==> src/sv/bf_pkg.sv <==
// Package for the burst fragmenter: widths, register indexes, reset values
// and the descriptor and result types used by its modules.
// Depends on nothing.
package bf_pkg;

    localparam int MAX_FRAGS   = 64;
    localparam int SIZE_W      = 20;
    localparam int FRAG_W      = 16;
    localparam int HDR_W       = 8;
    localparam int SEQ_W       = 6;
    localparam int CNT_W       = 7;
    localparam int DIV_STEPS   = SIZE_W;
    localparam int STEP_W      = $clog2(DIV_STEPS + 1);

    localparam logic [1:0] REG_FRAG_SIZE   = 2'd0;
    localparam logic [1:0] REG_HEADER_SIZE = 2'd1;
    localparam logic [1:0] REG_MIN_BURST   = 2'd2;

    localparam logic [FRAG_W-1:0] FRAG_SIZE_RST   = 16'd1200;
    localparam logic [HDR_W-1:0]  HEADER_SIZE_RST = 8'd24;
    localparam logic [SIZE_W-1:0] MIN_BURST_RST   = 20'd3000;

    typedef struct packed {
        logic              bad;
        logic [CNT_W-1:0]  nfull;
        logic              has_pen;
        logic [FRAG_W-1:0] penult;
        logic [FRAG_W-1:0] rem;
        logic [CNT_W-1:0]  total;
        logic [SIZE_W-1:0] payload;
        logic [FRAG_W-1:0] full_bytes;
    } t_desc;

    typedef struct packed {
        logic [31:0]       burst_seq;
        logic [SEQ_W-1:0]  frag_seq;
        logic [CNT_W-1:0]  frag_count;
        logic [SIZE_W-1:0] burst_payload;
        logic [FRAG_W-1:0] frag_bytes;
        logic [31:0]       total_fragments;
        logic [39:0]       total_bytes;
        logic              error;
        logic              last;
    } t_res;

endpackage

==> src/sv/bf_front.sv <==
// Front end of the burst fragmenter: configuration registers, input
// acceptance, a restoring divider and burst classification into a descriptor.
// Depends on bf_pkg.
module bf_front import bf_pkg::*; (
    input  logic              i_clk,
    input  logic              i_rst_n,
    input  logic              push,
    output logic              full,
    input  logic [SIZE_W-1:0] i_burst_size,
    input  logic              i_cfg_valid,
    output logic              o_cfg_ready,
    input  logic [1:0]        i_cfg_index,
    input  logic [31:0]       i_cfg_data,
    output logic              o_desc_push,
    output t_desc             o_desc,
    input  logic              i_desc_full
);

    localparam logic [1:0] S_IDLE = 2'd0;
    localparam logic [1:0] S_DIV  = 2'd1;
    localparam logic [1:0] S_PUSH = 2'd2;

    logic [1:0]        r_state, n_state;
    logic [FRAG_W-1:0] r_f;
    logic [HDR_W-1:0]  r_h;
    logic [SIZE_W-1:0] r_min;
    logic [SIZE_W-1:0] r_size, n_size;
    logic              r_bad0, n_bad0;
    logic [SIZE_W-1:0] r_quo, n_quo;
    logic [FRAG_W-1:0] r_rem, n_rem;
    logic [STEP_W-1:0] r_step, n_step;

    logic [SIZE_W-1:0] raised;
    logic [FRAG_W:0]   trial;
    logic              ge;
    logic [FRAG_W:0]   diff;
    logic              has_pen;
    logic [SIZE_W-1:0] nfull;
    logic              adj;
    logic [FRAG_W:0]   pen_sum;
    logic [FRAG_W-1:0] penult;
    logic [FRAG_W-1:0] rem_v;
    logic [SIZE_W:0]   total;
    logic              bad;
    logic [14:0]       hdr_bytes;

    assign o_cfg_ready = 1'b1;
    assign full        = (r_state != S_IDLE);

    always_ff @(posedge i_clk) begin
        if (!i_rst_n) begin
            r_f   <= FRAG_SIZE_RST;
            r_h   <= HEADER_SIZE_RST;
            r_min <= MIN_BURST_RST;
        end else if (i_cfg_valid) begin
            case (i_cfg_index)
                REG_FRAG_SIZE:   r_f   <= i_cfg_data[FRAG_W-1:0];
                REG_HEADER_SIZE: r_h   <= i_cfg_data[HDR_W-1:0];
                REG_MIN_BURST:   r_min <= i_cfg_data[SIZE_W-1:0];
                default: ;
            endcase
        end
    end

    always_comb begin
        raised = (i_burst_size < r_min) ? r_min : i_burst_size;

        trial = {r_rem, r_quo[SIZE_W-1]};
        ge    = (trial >= {1'b0, r_f});
        diff  = trial - {1'b0, r_f};

        has_pen = (r_quo != '0);
        nfull   = r_quo - {{(SIZE_W-1){1'b0}}, has_pen};
        adj     = has_pen && (r_rem != '0) && (r_rem < {{(FRAG_W-HDR_W){1'b0}}, r_h});
        pen_sum = {1'b0, r_f} + {1'b0, r_rem} - {{(FRAG_W+1-HDR_W){1'b0}}, r_h};
        penult  = adj ? pen_sum[FRAG_W-1:0] : r_f;
        rem_v   = adj ? {{(FRAG_W-HDR_W){1'b0}}, r_h} : r_rem;
        total   = {1'b0, nfull} + {{SIZE_W{1'b0}}, has_pen}
                + {{SIZE_W{1'b0}}, (rem_v != '0)};
        bad     = r_bad0
                || (has_pen && (penult < {{(FRAG_W-HDR_W){1'b0}}, r_h}))
                || ((rem_v != '0) && (rem_v < {{(FRAG_W-HDR_W){1'b0}}, r_h}))
                || (total == '0)
                || (total > (SIZE_W+1)'(MAX_FRAGS));
        hdr_bytes = 15'(r_h * total[CNT_W-1:0]);

        o_desc.bad        = bad;
        o_desc.nfull      = nfull[CNT_W-1:0];
        o_desc.has_pen    = has_pen;
        o_desc.penult     = penult;
        o_desc.rem        = rem_v;
        o_desc.total      = total[CNT_W-1:0];
        o_desc.payload    = r_size - {{(SIZE_W-15){1'b0}}, hdr_bytes};
        o_desc.full_bytes = r_f;
    end

    assign o_desc_push = (r_state == S_PUSH) && !i_desc_full;

    always_comb begin
        n_state = r_state;
        n_size  = r_size;
        n_bad0  = r_bad0;
        n_quo   = r_quo;
        n_rem   = r_rem;
        n_step  = r_step;
        case (r_state)
            S_IDLE: begin
                if (push) begin
                    n_size  = raised;
                    n_bad0  = (r_f == '0) || (r_f < {{(FRAG_W-HDR_W){1'b0}}, r_h})
                            || (raised < {{(SIZE_W-HDR_W){1'b0}}, r_h});
                    n_quo   = raised;
                    n_rem   = '0;
                    n_step  = '0;
                    n_state = S_DIV;
                end
            end
            S_DIV: begin
                n_quo  = {r_quo[SIZE_W-2:0], ge};
                n_rem  = ge ? diff[FRAG_W-1:0] : trial[FRAG_W-1:0];
                n_step = r_step + 1'b1;
                if (r_step == STEP_W'(DIV_STEPS - 1)) begin
                    n_state = S_PUSH;
                end
            end
            S_PUSH: begin
                if (!i_desc_full) begin
                    n_state = S_IDLE;
                end
            end
            default: n_state = S_IDLE;
        endcase
    end

    always_ff @(posedge i_clk) begin
        if (!i_rst_n) begin
            r_state <= S_IDLE;
            r_step  <= '0;
        end else begin
            r_state <= n_state;
            r_step  <= n_step;
        end
    end

    always_ff @(posedge i_clk) begin
        r_size <= n_size;
        r_bad0 <= n_bad0;
        r_quo  <= n_quo;
        r_rem  <= n_rem;
    end

endmodule

==> src/sv/bf_dq.sv <==
// Two-entry descriptor queue between the front and back ends of the
// burst fragmenter.
// Depends on bf_pkg.
module bf_dq import bf_pkg::*; (
    input  logic  i_clk,
    input  logic  i_rst_n,
    input  logic  i_push,
    input  t_desc i_desc,
    output logic  o_full,
    input  logic  i_pop,
    output logic  o_empty,
    output t_desc o_desc
);

    t_desc      r_q [2];
    logic       r_wp, r_rp;
    logic [1:0] r_cnt;
    logic       do_push, do_pop;

    assign o_full  = (r_cnt == 2'd2);
    assign o_empty = (r_cnt == 2'd0);
    assign do_push = i_push && !o_full;
    assign do_pop  = i_pop && !o_empty;
    assign o_desc  = r_q[r_rp];

    always_ff @(posedge i_clk) begin
        if (!i_rst_n) begin
            r_wp  <= 1'b0;
            r_rp  <= 1'b0;
            r_cnt <= 2'd0;
        end else begin
            if (do_push) begin
                r_wp <= ~r_wp;
            end
            if (do_pop) begin
                r_rp <= ~r_rp;
            end
            r_cnt <= r_cnt + {1'b0, do_push} - {1'b0, do_pop};
        end
    end

    always_ff @(posedge i_clk) begin
        if (do_push) begin
            r_q[r_wp] <= i_desc;
        end
    end

endmodule

==> src/sv/bf_back.sv <==
// Back end of the burst fragmenter: expands a descriptor into fragment
// results, keeps the running counters and holds a two-entry result queue.
// Depends on bf_pkg.
module bf_back import bf_pkg::*; (
    input  logic  i_clk,
    input  logic  i_rst_n,
    input  logic  i_desc_valid,
    input  t_desc i_desc,
    output logic  o_desc_pop,
    output logic  empty,
    input  logic  pop,
    output t_res  o_res
);

    localparam logic S_IDLE = 1'b0;
    localparam logic S_RUN  = 1'b1;

    logic              r_state;
    t_desc             r_d;
    logic [CNT_W-1:0]  r_seq;
    logic [31:0]       r_burst;
    logic [31:0]       r_frag;
    logic [39:0]       r_bytes;

    t_res              r_q [2];
    logic              r_wp, r_rp;
    logic [1:0]        r_cnt;

    logic              emit;
    logic              do_pop;
    logic [FRAG_W-1:0] bytes_c;
    logic [CNT_W-1:0]  seq_next;
    t_res              res;

    assign o_desc_pop = (r_state == S_IDLE) && i_desc_valid;
    assign emit       = (r_state == S_RUN) && (r_cnt != 2'd2);
    assign empty      = (r_cnt == 2'd0);
    assign do_pop     = pop && !empty;
    assign o_res      = r_q[r_rp];
    assign seq_next   = r_seq + 1'b1;

    always_comb begin
        if (r_seq < r_d.nfull) begin
            bytes_c = r_d.full_bytes;
        end else if (r_d.has_pen && (r_seq == r_d.nfull)) begin
            bytes_c = r_d.penult;
        end else begin
            bytes_c = r_d.rem;
        end

        res.burst_seq = r_burst;
        if (r_d.bad) begin
            res.frag_seq        = '0;
            res.frag_count      = '0;
            res.burst_payload   = '0;
            res.frag_bytes      = '0;
            res.total_fragments = r_frag;
            res.total_bytes     = r_bytes;
            res.error           = 1'b1;
            res.last            = 1'b1;
        end else begin
            res.frag_seq        = r_seq[SEQ_W-1:0];
            res.frag_count      = r_d.total;
            res.burst_payload   = r_d.payload;
            res.frag_bytes      = bytes_c;
            res.total_fragments = r_frag + 32'd1;
            res.total_bytes     = r_bytes + {24'd0, bytes_c};
            res.error           = 1'b0;
            res.last            = (seq_next == r_d.total);
        end
    end

    always_ff @(posedge i_clk) begin
        if (!i_rst_n) begin
            r_state <= S_IDLE;
            r_seq   <= '0;
            r_burst <= '0;
            r_frag  <= '0;
            r_bytes <= '0;
            r_wp    <= 1'b0;
            r_rp    <= 1'b0;
            r_cnt   <= 2'd0;
        end else begin
            if (o_desc_pop) begin
                r_state <= S_RUN;
                r_seq   <= '0;
            end else if (emit) begin
                r_seq <= seq_next;
                if (!r_d.bad) begin
                    r_frag  <= res.total_fragments;
                    r_bytes <= res.total_bytes;
                end
                if (res.last) begin
                    r_state <= S_IDLE;
                    if (!r_d.bad) begin
                        r_burst <= r_burst + 32'd1;
                    end
                end
            end
            if (emit) begin
                r_wp <= ~r_wp;
            end
            if (do_pop) begin
                r_rp <= ~r_rp;
            end
            r_cnt <= r_cnt + {1'b0, emit} - {1'b0, do_pop};
        end
    end

    always_ff @(posedge i_clk) begin
        if (o_desc_pop) begin
            r_d <= i_desc;
        end
        if (emit) begin
            r_q[r_wp] <= res;
        end
    end

    a_cnt_bound: assert property (@(posedge i_clk) disable iff (!i_rst_n)
        r_cnt != 2'd3)
        else $error("result queue count out of range");

    a_seq_in_burst: assert property (@(posedge i_clk) disable iff (!i_rst_n)
        (r_state == S_RUN && !r_d.bad) |-> (r_seq < r_d.total))
        else $error("fragment index ran past the fragment count");

    a_last_ends_burst: assert property (@(posedge i_clk) disable iff (!i_rst_n)
        (emit && res.last) |=> (r_state == S_IDLE))
        else $error("burst did not end after its last fragment");

    a_error_single: assert property (@(posedge i_clk) disable iff (!i_rst_n)
        (emit && r_d.bad) |-> (res.last && res.frag_count == '0))
        else $error("error result is not a single final result");

endmodule

==> src/sv/burst_fragmenter.sv <==
// Top level of the burst fragmenter: front end, descriptor queue and back end.
// Depends on bf_pkg, bf_front, bf_dq and bf_back.
//
//   Channel  | Handshake                       | Payload
//   ---------+---------------------------------+------------------------------
//   input    | push / full                     | i_burst_size
//   result   | empty / pop                     | o_burst_seq .. o_last
//   config   | i_cfg_valid / o_cfg_ready       | i_cfg_index, i_cfg_data
//
// The front end takes one burst at a time: it accepts it, runs the 20 steps
// of the restoring divider and hands the descriptor to the queue.
// The back end loads a descriptor and then emits one fragment per cycle
// while its result queue has room, so the fragments of a burst overlap
// the division of the next burst.
// Reset restores the default configuration and clears all counters.
// Either side may stall; the queues hold the work until it can move.
module burst_fragmenter import bf_pkg::*; (
    input  logic              i_clk,
    input  logic              i_rst_n,
    input  logic              push,
    output logic              full,
    input  logic [SIZE_W-1:0] i_burst_size,
    output logic              empty,
    input  logic              pop,
    output logic [31:0]       o_burst_seq,
    output logic [SEQ_W-1:0]  o_frag_seq,
    output logic [CNT_W-1:0]  o_frag_count,
    output logic [SIZE_W-1:0] o_burst_payload,
    output logic [FRAG_W-1:0] o_frag_bytes,
    output logic [31:0]       o_total_fragments,
    output logic [39:0]       o_total_bytes,
    output logic              o_error,
    output logic              o_last,
    input  logic              i_cfg_valid,
    output logic              o_cfg_ready,
    input  logic [1:0]        i_cfg_index,
    input  logic [31:0]       i_cfg_data
);

    logic  fd_push, dq_full, dq_empty, dq_pop;
    t_desc fd_desc, dq_desc;
    t_res  res;

    bf_front u_front (
        .i_clk        (i_clk),
        .i_rst_n      (i_rst_n),
        .push         (push),
        .full         (full),
        .i_burst_size (i_burst_size),
        .i_cfg_valid  (i_cfg_valid),
        .o_cfg_ready  (o_cfg_ready),
        .i_cfg_index  (i_cfg_index),
        .i_cfg_data   (i_cfg_data),
        .o_desc_push  (fd_push),
        .o_desc       (fd_desc),
        .i_desc_full  (dq_full)
    );

    bf_dq u_dq (
        .i_clk   (i_clk),
        .i_rst_n (i_rst_n),
        .i_push  (fd_push),
        .i_desc  (fd_desc),
        .o_full  (dq_full),
        .i_pop   (dq_pop),
        .o_empty (dq_empty),
        .o_desc  (dq_desc)
    );

    bf_back u_back (
        .i_clk        (i_clk),
        .i_rst_n      (i_rst_n),
        .i_desc_valid (!dq_empty),
        .i_desc       (dq_desc),
        .o_desc_pop   (dq_pop),
        .empty        (empty),
        .pop          (pop),
        .o_res        (res)
    );

    assign o_burst_seq       = res.burst_seq;
    assign o_frag_seq        = res.frag_seq;
    assign o_frag_count      = res.frag_count;
    assign o_burst_payload   = res.burst_payload;
    assign o_frag_bytes      = res.frag_bytes;
    assign o_total_fragments = res.total_fragments;
    assign o_total_bytes     = res.total_bytes;
    assign o_error           = res.error;
    assign o_last            = res.last;

endmodule
==> config.mk <==
export PLATFORM = sky130hd
export DESIGN_NAME = burst_fragmenter
export DESIGN_NICKNAME = d
export VERILOG_FILES = /design/src/sv/bf_pkg.sv /design/src/sv/bf_front.sv /design/src/sv/bf_dq.sv /design/src/sv/bf_back.sv /design/src/sv/burst_fragmenter.sv
export SDC_FILE = /design/constraint.sdc
export NUM_CORES = 1
export LEC_CHECK = 0
export ABC_AREA = 1
export BUFFER_PORTS_ARGS = -buffer_cell sky130_fd_sc_hd__buf_4
export CORE_MARGIN = 2
export CORE_UTILIZATION = 25
export DETAILED_ROUTE_END_ITERATION = 10
export GPL_ROUTABILITY_DRIVEN = 0
export PLACE_DENSITY_LB_ADDON = 0.15
export SYNTH_ARGS = -nofsm -noshare
export SYNTH_HDL_FRONTEND = slang
export SYNTH_SLANG_ARGS = --single-unit
==> constraint.sdc <==
create_clock -name i_clk -period 8.9 [get_ports i_clk]
set_input_delay 1.78 -clock i_clk [delete_from_list [all_inputs] [get_ports i_clk]]
set_output_delay 1.78 -clock i_clk [all_outputs]
set_load 0.05 [all_outputs]
==> impl_metrics.yaml <==
status:
  run_status: "finished clean"
sta:
  setup_violations: 0
  report.final.hold_viol_count: 0
  fin_crit_ps: 7870
  final_critical_path_setup_slack_ps: 1030
  slew_headroom_pct: 27.8
  clock_skew_ps: 39.7
  final_min_period_over_clock_period_pct: 88.4
  timing.fmax_mhz: 127
  finalMaxSlewViolations: 0
  rsz0062_at_grt: "false"
  finalSetupTns_ps: 0
  tightest_slew_ps: 1080
logic_synthesis:
  ys_top_cells_by_area: "sky130_fd_sc_hd__edfxtp_1 47%, sky130_fd_sc_hd__dfxtp_1 8.8%, sky130_fd_sc_hd__nand2_1 7.2%"
  synthesis.instances: 3823
  synth_cell_type_count: 63
  mappedNetlistArea_mm2: 0.0393
  synth_area_per_cell_um2: 10.3
  synth-edff-count: 619
  yosys.area.top_type_share_pct: 47.3
  synth_seq_area_share_pct: 56.0
  synth_async_sr_flop_share_pct: 0
  synth.top_cells.by_count: "758 x sky130_fd_sc_hd__nand2_1, 619 x sky130_fd_sc_hd__edfxtp_1, 534 x sky130_fd_sc_hd__inv_1"
  yosys_warnings: 0
  postSynthRegisterBits: 791
  synth_most_common_cell: "sky130_fd_sc_hd__nand2_1"
  post-synth-top-area-cell: "sky130_fd_sc_hd__edfxtp_1"
  synth-main-ff-cell: "sky130_fd_sc_hd__edfxtp_1"
  synth_nets: 4101
cts:
  cts.reportedPaths.clkPinSlew_ps: 60
  post_cts.resized_instances: 0
  tritoncts_clock_tree: "built"
  clk_latency_ps: 700
  max-clock-path-buffers: 3
  numCtsBuffers: 95
  cts_sinks: 791
  cts_hold_repair.buffers: 0
  clockRootBuffer: "sky130_fd_sc_hd__clkbuf_16"
  cts_post_setup_buffers_inserted: 0
  htreeDepth: 3
drt:
  totalWireLength_um: 106000
  via_count: 26500
  number_of_vias_per_cell_after_detailed_routing: 4.29
  drt-wirelength-per-cell_um: 17.1
  initialDrtViolationCount: 1357
  drt_drc_violations_left: 0
  drt_pre_antenna_iters: 5
  route.antenna.remaining_nets: 0
setup_path:
  critical_path.slowest_cell: "sky130_fd_sc_hd__fa_1"
  timing.critical_path.required_ps: 9300
  data_arrival_time_at_the_worst_slack_endpoint_ps: 8270
  timing.critical_path.from_type: "flip-flop"
  path_max_fanout: 12
  critPathTopFamily: "adder cells"
  timing.setup.critical_path_class: "reg2reg"
  critical-path-max-stage-delay_ps: 540
  critical_path_buf_inv_count: 4
  setup.worst_path.end_class: "flip-flop"
  critical-path-top-cell-by-count: "sky130_fd_sc_hd__nand2_1"
grt:
  antenna_found_initial: 1
  grt_start_max_net_pins: 136
  globalRoute.totalOverflow: 0
  gr-usage-all-layers_pct: 13.1
  grt_pass1_wl_um: 163000
  first_global_vias: 26500
place:
  preCtsSetupSlack_ps: 1070
  port_buffers: 203
  detailed_place_hpwl_um: 74600
finish:
  num_antenna_cells: 0
  drive_above_1_share_pct: 15.0
  finish.net_count: 4322
  area_delta_synth_final_pct: 18.6
floorplanning:
  area_of_the_core_mm2: 0.156
  placement_rows: 145
  die-height_um: 401
  boundaryPins: 217
  floorplan.initialDensity_pct: 25.2
  dieWidth_um: 401
  floorplan.die_area_mm2: 0.160
pwr:
  static-leakage-power_nw: 18.8
  power.density_cell_area_mw_per_mm2: 325
  vdd_ir_drop_max_v: 0.000197
  finalPower_mw: 15.2
job:
  maxCapViolations: 0
worst_hold_path:
  min_path_type: "reg2reg"
-- area by class of cell --
class / instances / area [um2]
fillers: 16200 / 110000
flip-flops and latches: 791 / 22000
multi-input cells: 2367 / 14800
well taps: 2058 / 2570
clock buffers: 112 / 2490
inverters: 543 / 2040
repair buffers: 246 / 1880
clock inverters: 65 / 751
-- metal layers --
metal  wire, um  GRT usage, %  up-vias  share of wire (%)
li1           -             -    13400                  -
met1      52400          18.5    12600                 50
met2      47200          20.8      432                 45
met3       4020          2.23      125                3.8
met4       2160          3.14        0                2.0
met5          0             0        -                  0
-- registers in the layout, summed over array words and instances (netlist names), 8 cells and up, named ones only --
signal / count
u_front.r_quo: 20
u_front.r_rem: 16
u_front.r_f: 16
u_front.r_size: 20
u_front.r_h: 8
u_back.r_frag: 32
u_front.r_min: 20
u_dq.r_q: 168
u_back.r_burst: 32
u_back.r_q: 310
u_back.r_d: 84
u_back.r_bytes: 40
-- worst reg2reg max path: cells and delay by family (launching register included) --
| kind | cells | cell delay, ps |
|---|---|---|
| buf+inv | 4 | 440 |
| fa+ha+maj | 7 | 3030 |
| simple gates | 14 | 2190 |
| compound gates | 5 | 1110 |
| xor+xnor | 2 | 280 |
| flops | 1 | 510 |
-- power by group --
part / internal (mW) / switching, mW
Sequential: 5.08 / 0.295
Clock: 2.39 / 1.61
Combinational: 1.81 / 3.98
-- cells by family (layout without fill, tap and decap cells) --
| group | Yosys count | count (layout) | synth area share [%] |
|---|---|---|---|
| AO/OA/AOI/OAI | 576 | 576 | 8.02 |
| other | 1 | 1 | 0.00954 |
| multiplexers | 171 | 171 | 4.85 |
| buffers and inverters | 665 | 966 | 6.38 |
| XOR/XNOR | 140 | 140 | 3.12 |
| adder cells (fa/ha/maj) | 219 | 219 | 7.96 |
| AND/OR/NAND/NOR | 1260 | 1260 | 13.6 |
| flip-flops | 791 | 791 | 56.0 |
-- stage by stage --
stage               util, %  hold slack, ps  instance area (um2)  instances
floorplan                 -             426                39300       3823
global placement       27.8             428                43400       6005
detailed placement     27.8             430                43400       6005
CTS                    29.8             433                46600       6182
global route           29.8             485                46600       6182
finish                 29.8             430                46600       6182
-- cell usage in the layout, fill, tap and decap left out, types with 8 or more instances in the layout --
cell type | netlist | layout
sky130_fd_sc_hd__clkbuf_16 | 0 | 96
sky130_fd_sc_hd__nor4_1 | 21 | 21
sky130_fd_sc_hd__buf_4 | 1 | 243
sky130_fd_sc_hd__clkinv_1 | 3 | 19
sky130_fd_sc_hd__mux2_2 | 155 | 155
sky130_fd_sc_hd__xnor2_1 | 24 | 24
sky130_fd_sc_hd__a211oi_1 | 25 | 25
sky130_fd_sc_hd__nor2_1 | 227 | 219
sky130_fd_sc_hd__clkbuf_1 | 112 | 13
sky130_fd_sc_hd__mux2i_1 | 16 | 16
sky130_fd_sc_hd__clkinv_2 | 0 | 25
sky130_fd_sc_hd__o21bai_1 | 13 | 13
sky130_fd_sc_hd__inv_1 | 534 | 532
sky130_fd_sc_hd__nand2_2 | 11 | 11
sky130_fd_sc_hd__nand3_1 | 78 | 78
sky130_fd_sc_hd__or2_2 | 19 | 19
sky130_fd_sc_hd__edfxtp_1 | 619 | 619
sky130_fd_sc_hd__o21ai_0 | 228 | 228
sky130_fd_sc_hd__a21oi_1 | 241 | 241
sky130_fd_sc_hd__bufinv_16 | 0 | 13
sky130_fd_sc_hd__fa_1 | 52 | 52
sky130_fd_sc_hd__xor2_1 | 116 | 116
sky130_fd_sc_hd__nor2_4 | 5 | 11
sky130_fd_sc_hd__nand2_1 | 758 | 758
sky130_fd_sc_hd__o211ai_1 | 27 | 27
sky130_fd_sc_hd__inv_2 | 6 | 8
sky130_fd_sc_hd__o21a_1 | 10 | 10
sky130_fd_sc_hd__nand4_1 | 62 | 62
sky130_fd_sc_hd__nor3_1 | 56 | 56
sky130_fd_sc_hd__dfxtp_1 | 172 | 170
sky130_fd_sc_hd__ha_1 | 167 | 167
-- worst paths after layout --
check,endpoint,cells past startpoint,from,slack (ps)
max,u_dq.r_q[0][35],32,u_front.r_quo[3],1030
min,flip-flop,1,u_back.r_rp,430
min reg2reg,flip-flop,1,u_back.r_rp,430
max reg2reg,u_dq.r_q[0][35],32,u_front.r_quo[3],1030
No activity file was read; power rests on OpenSTA's default activity.
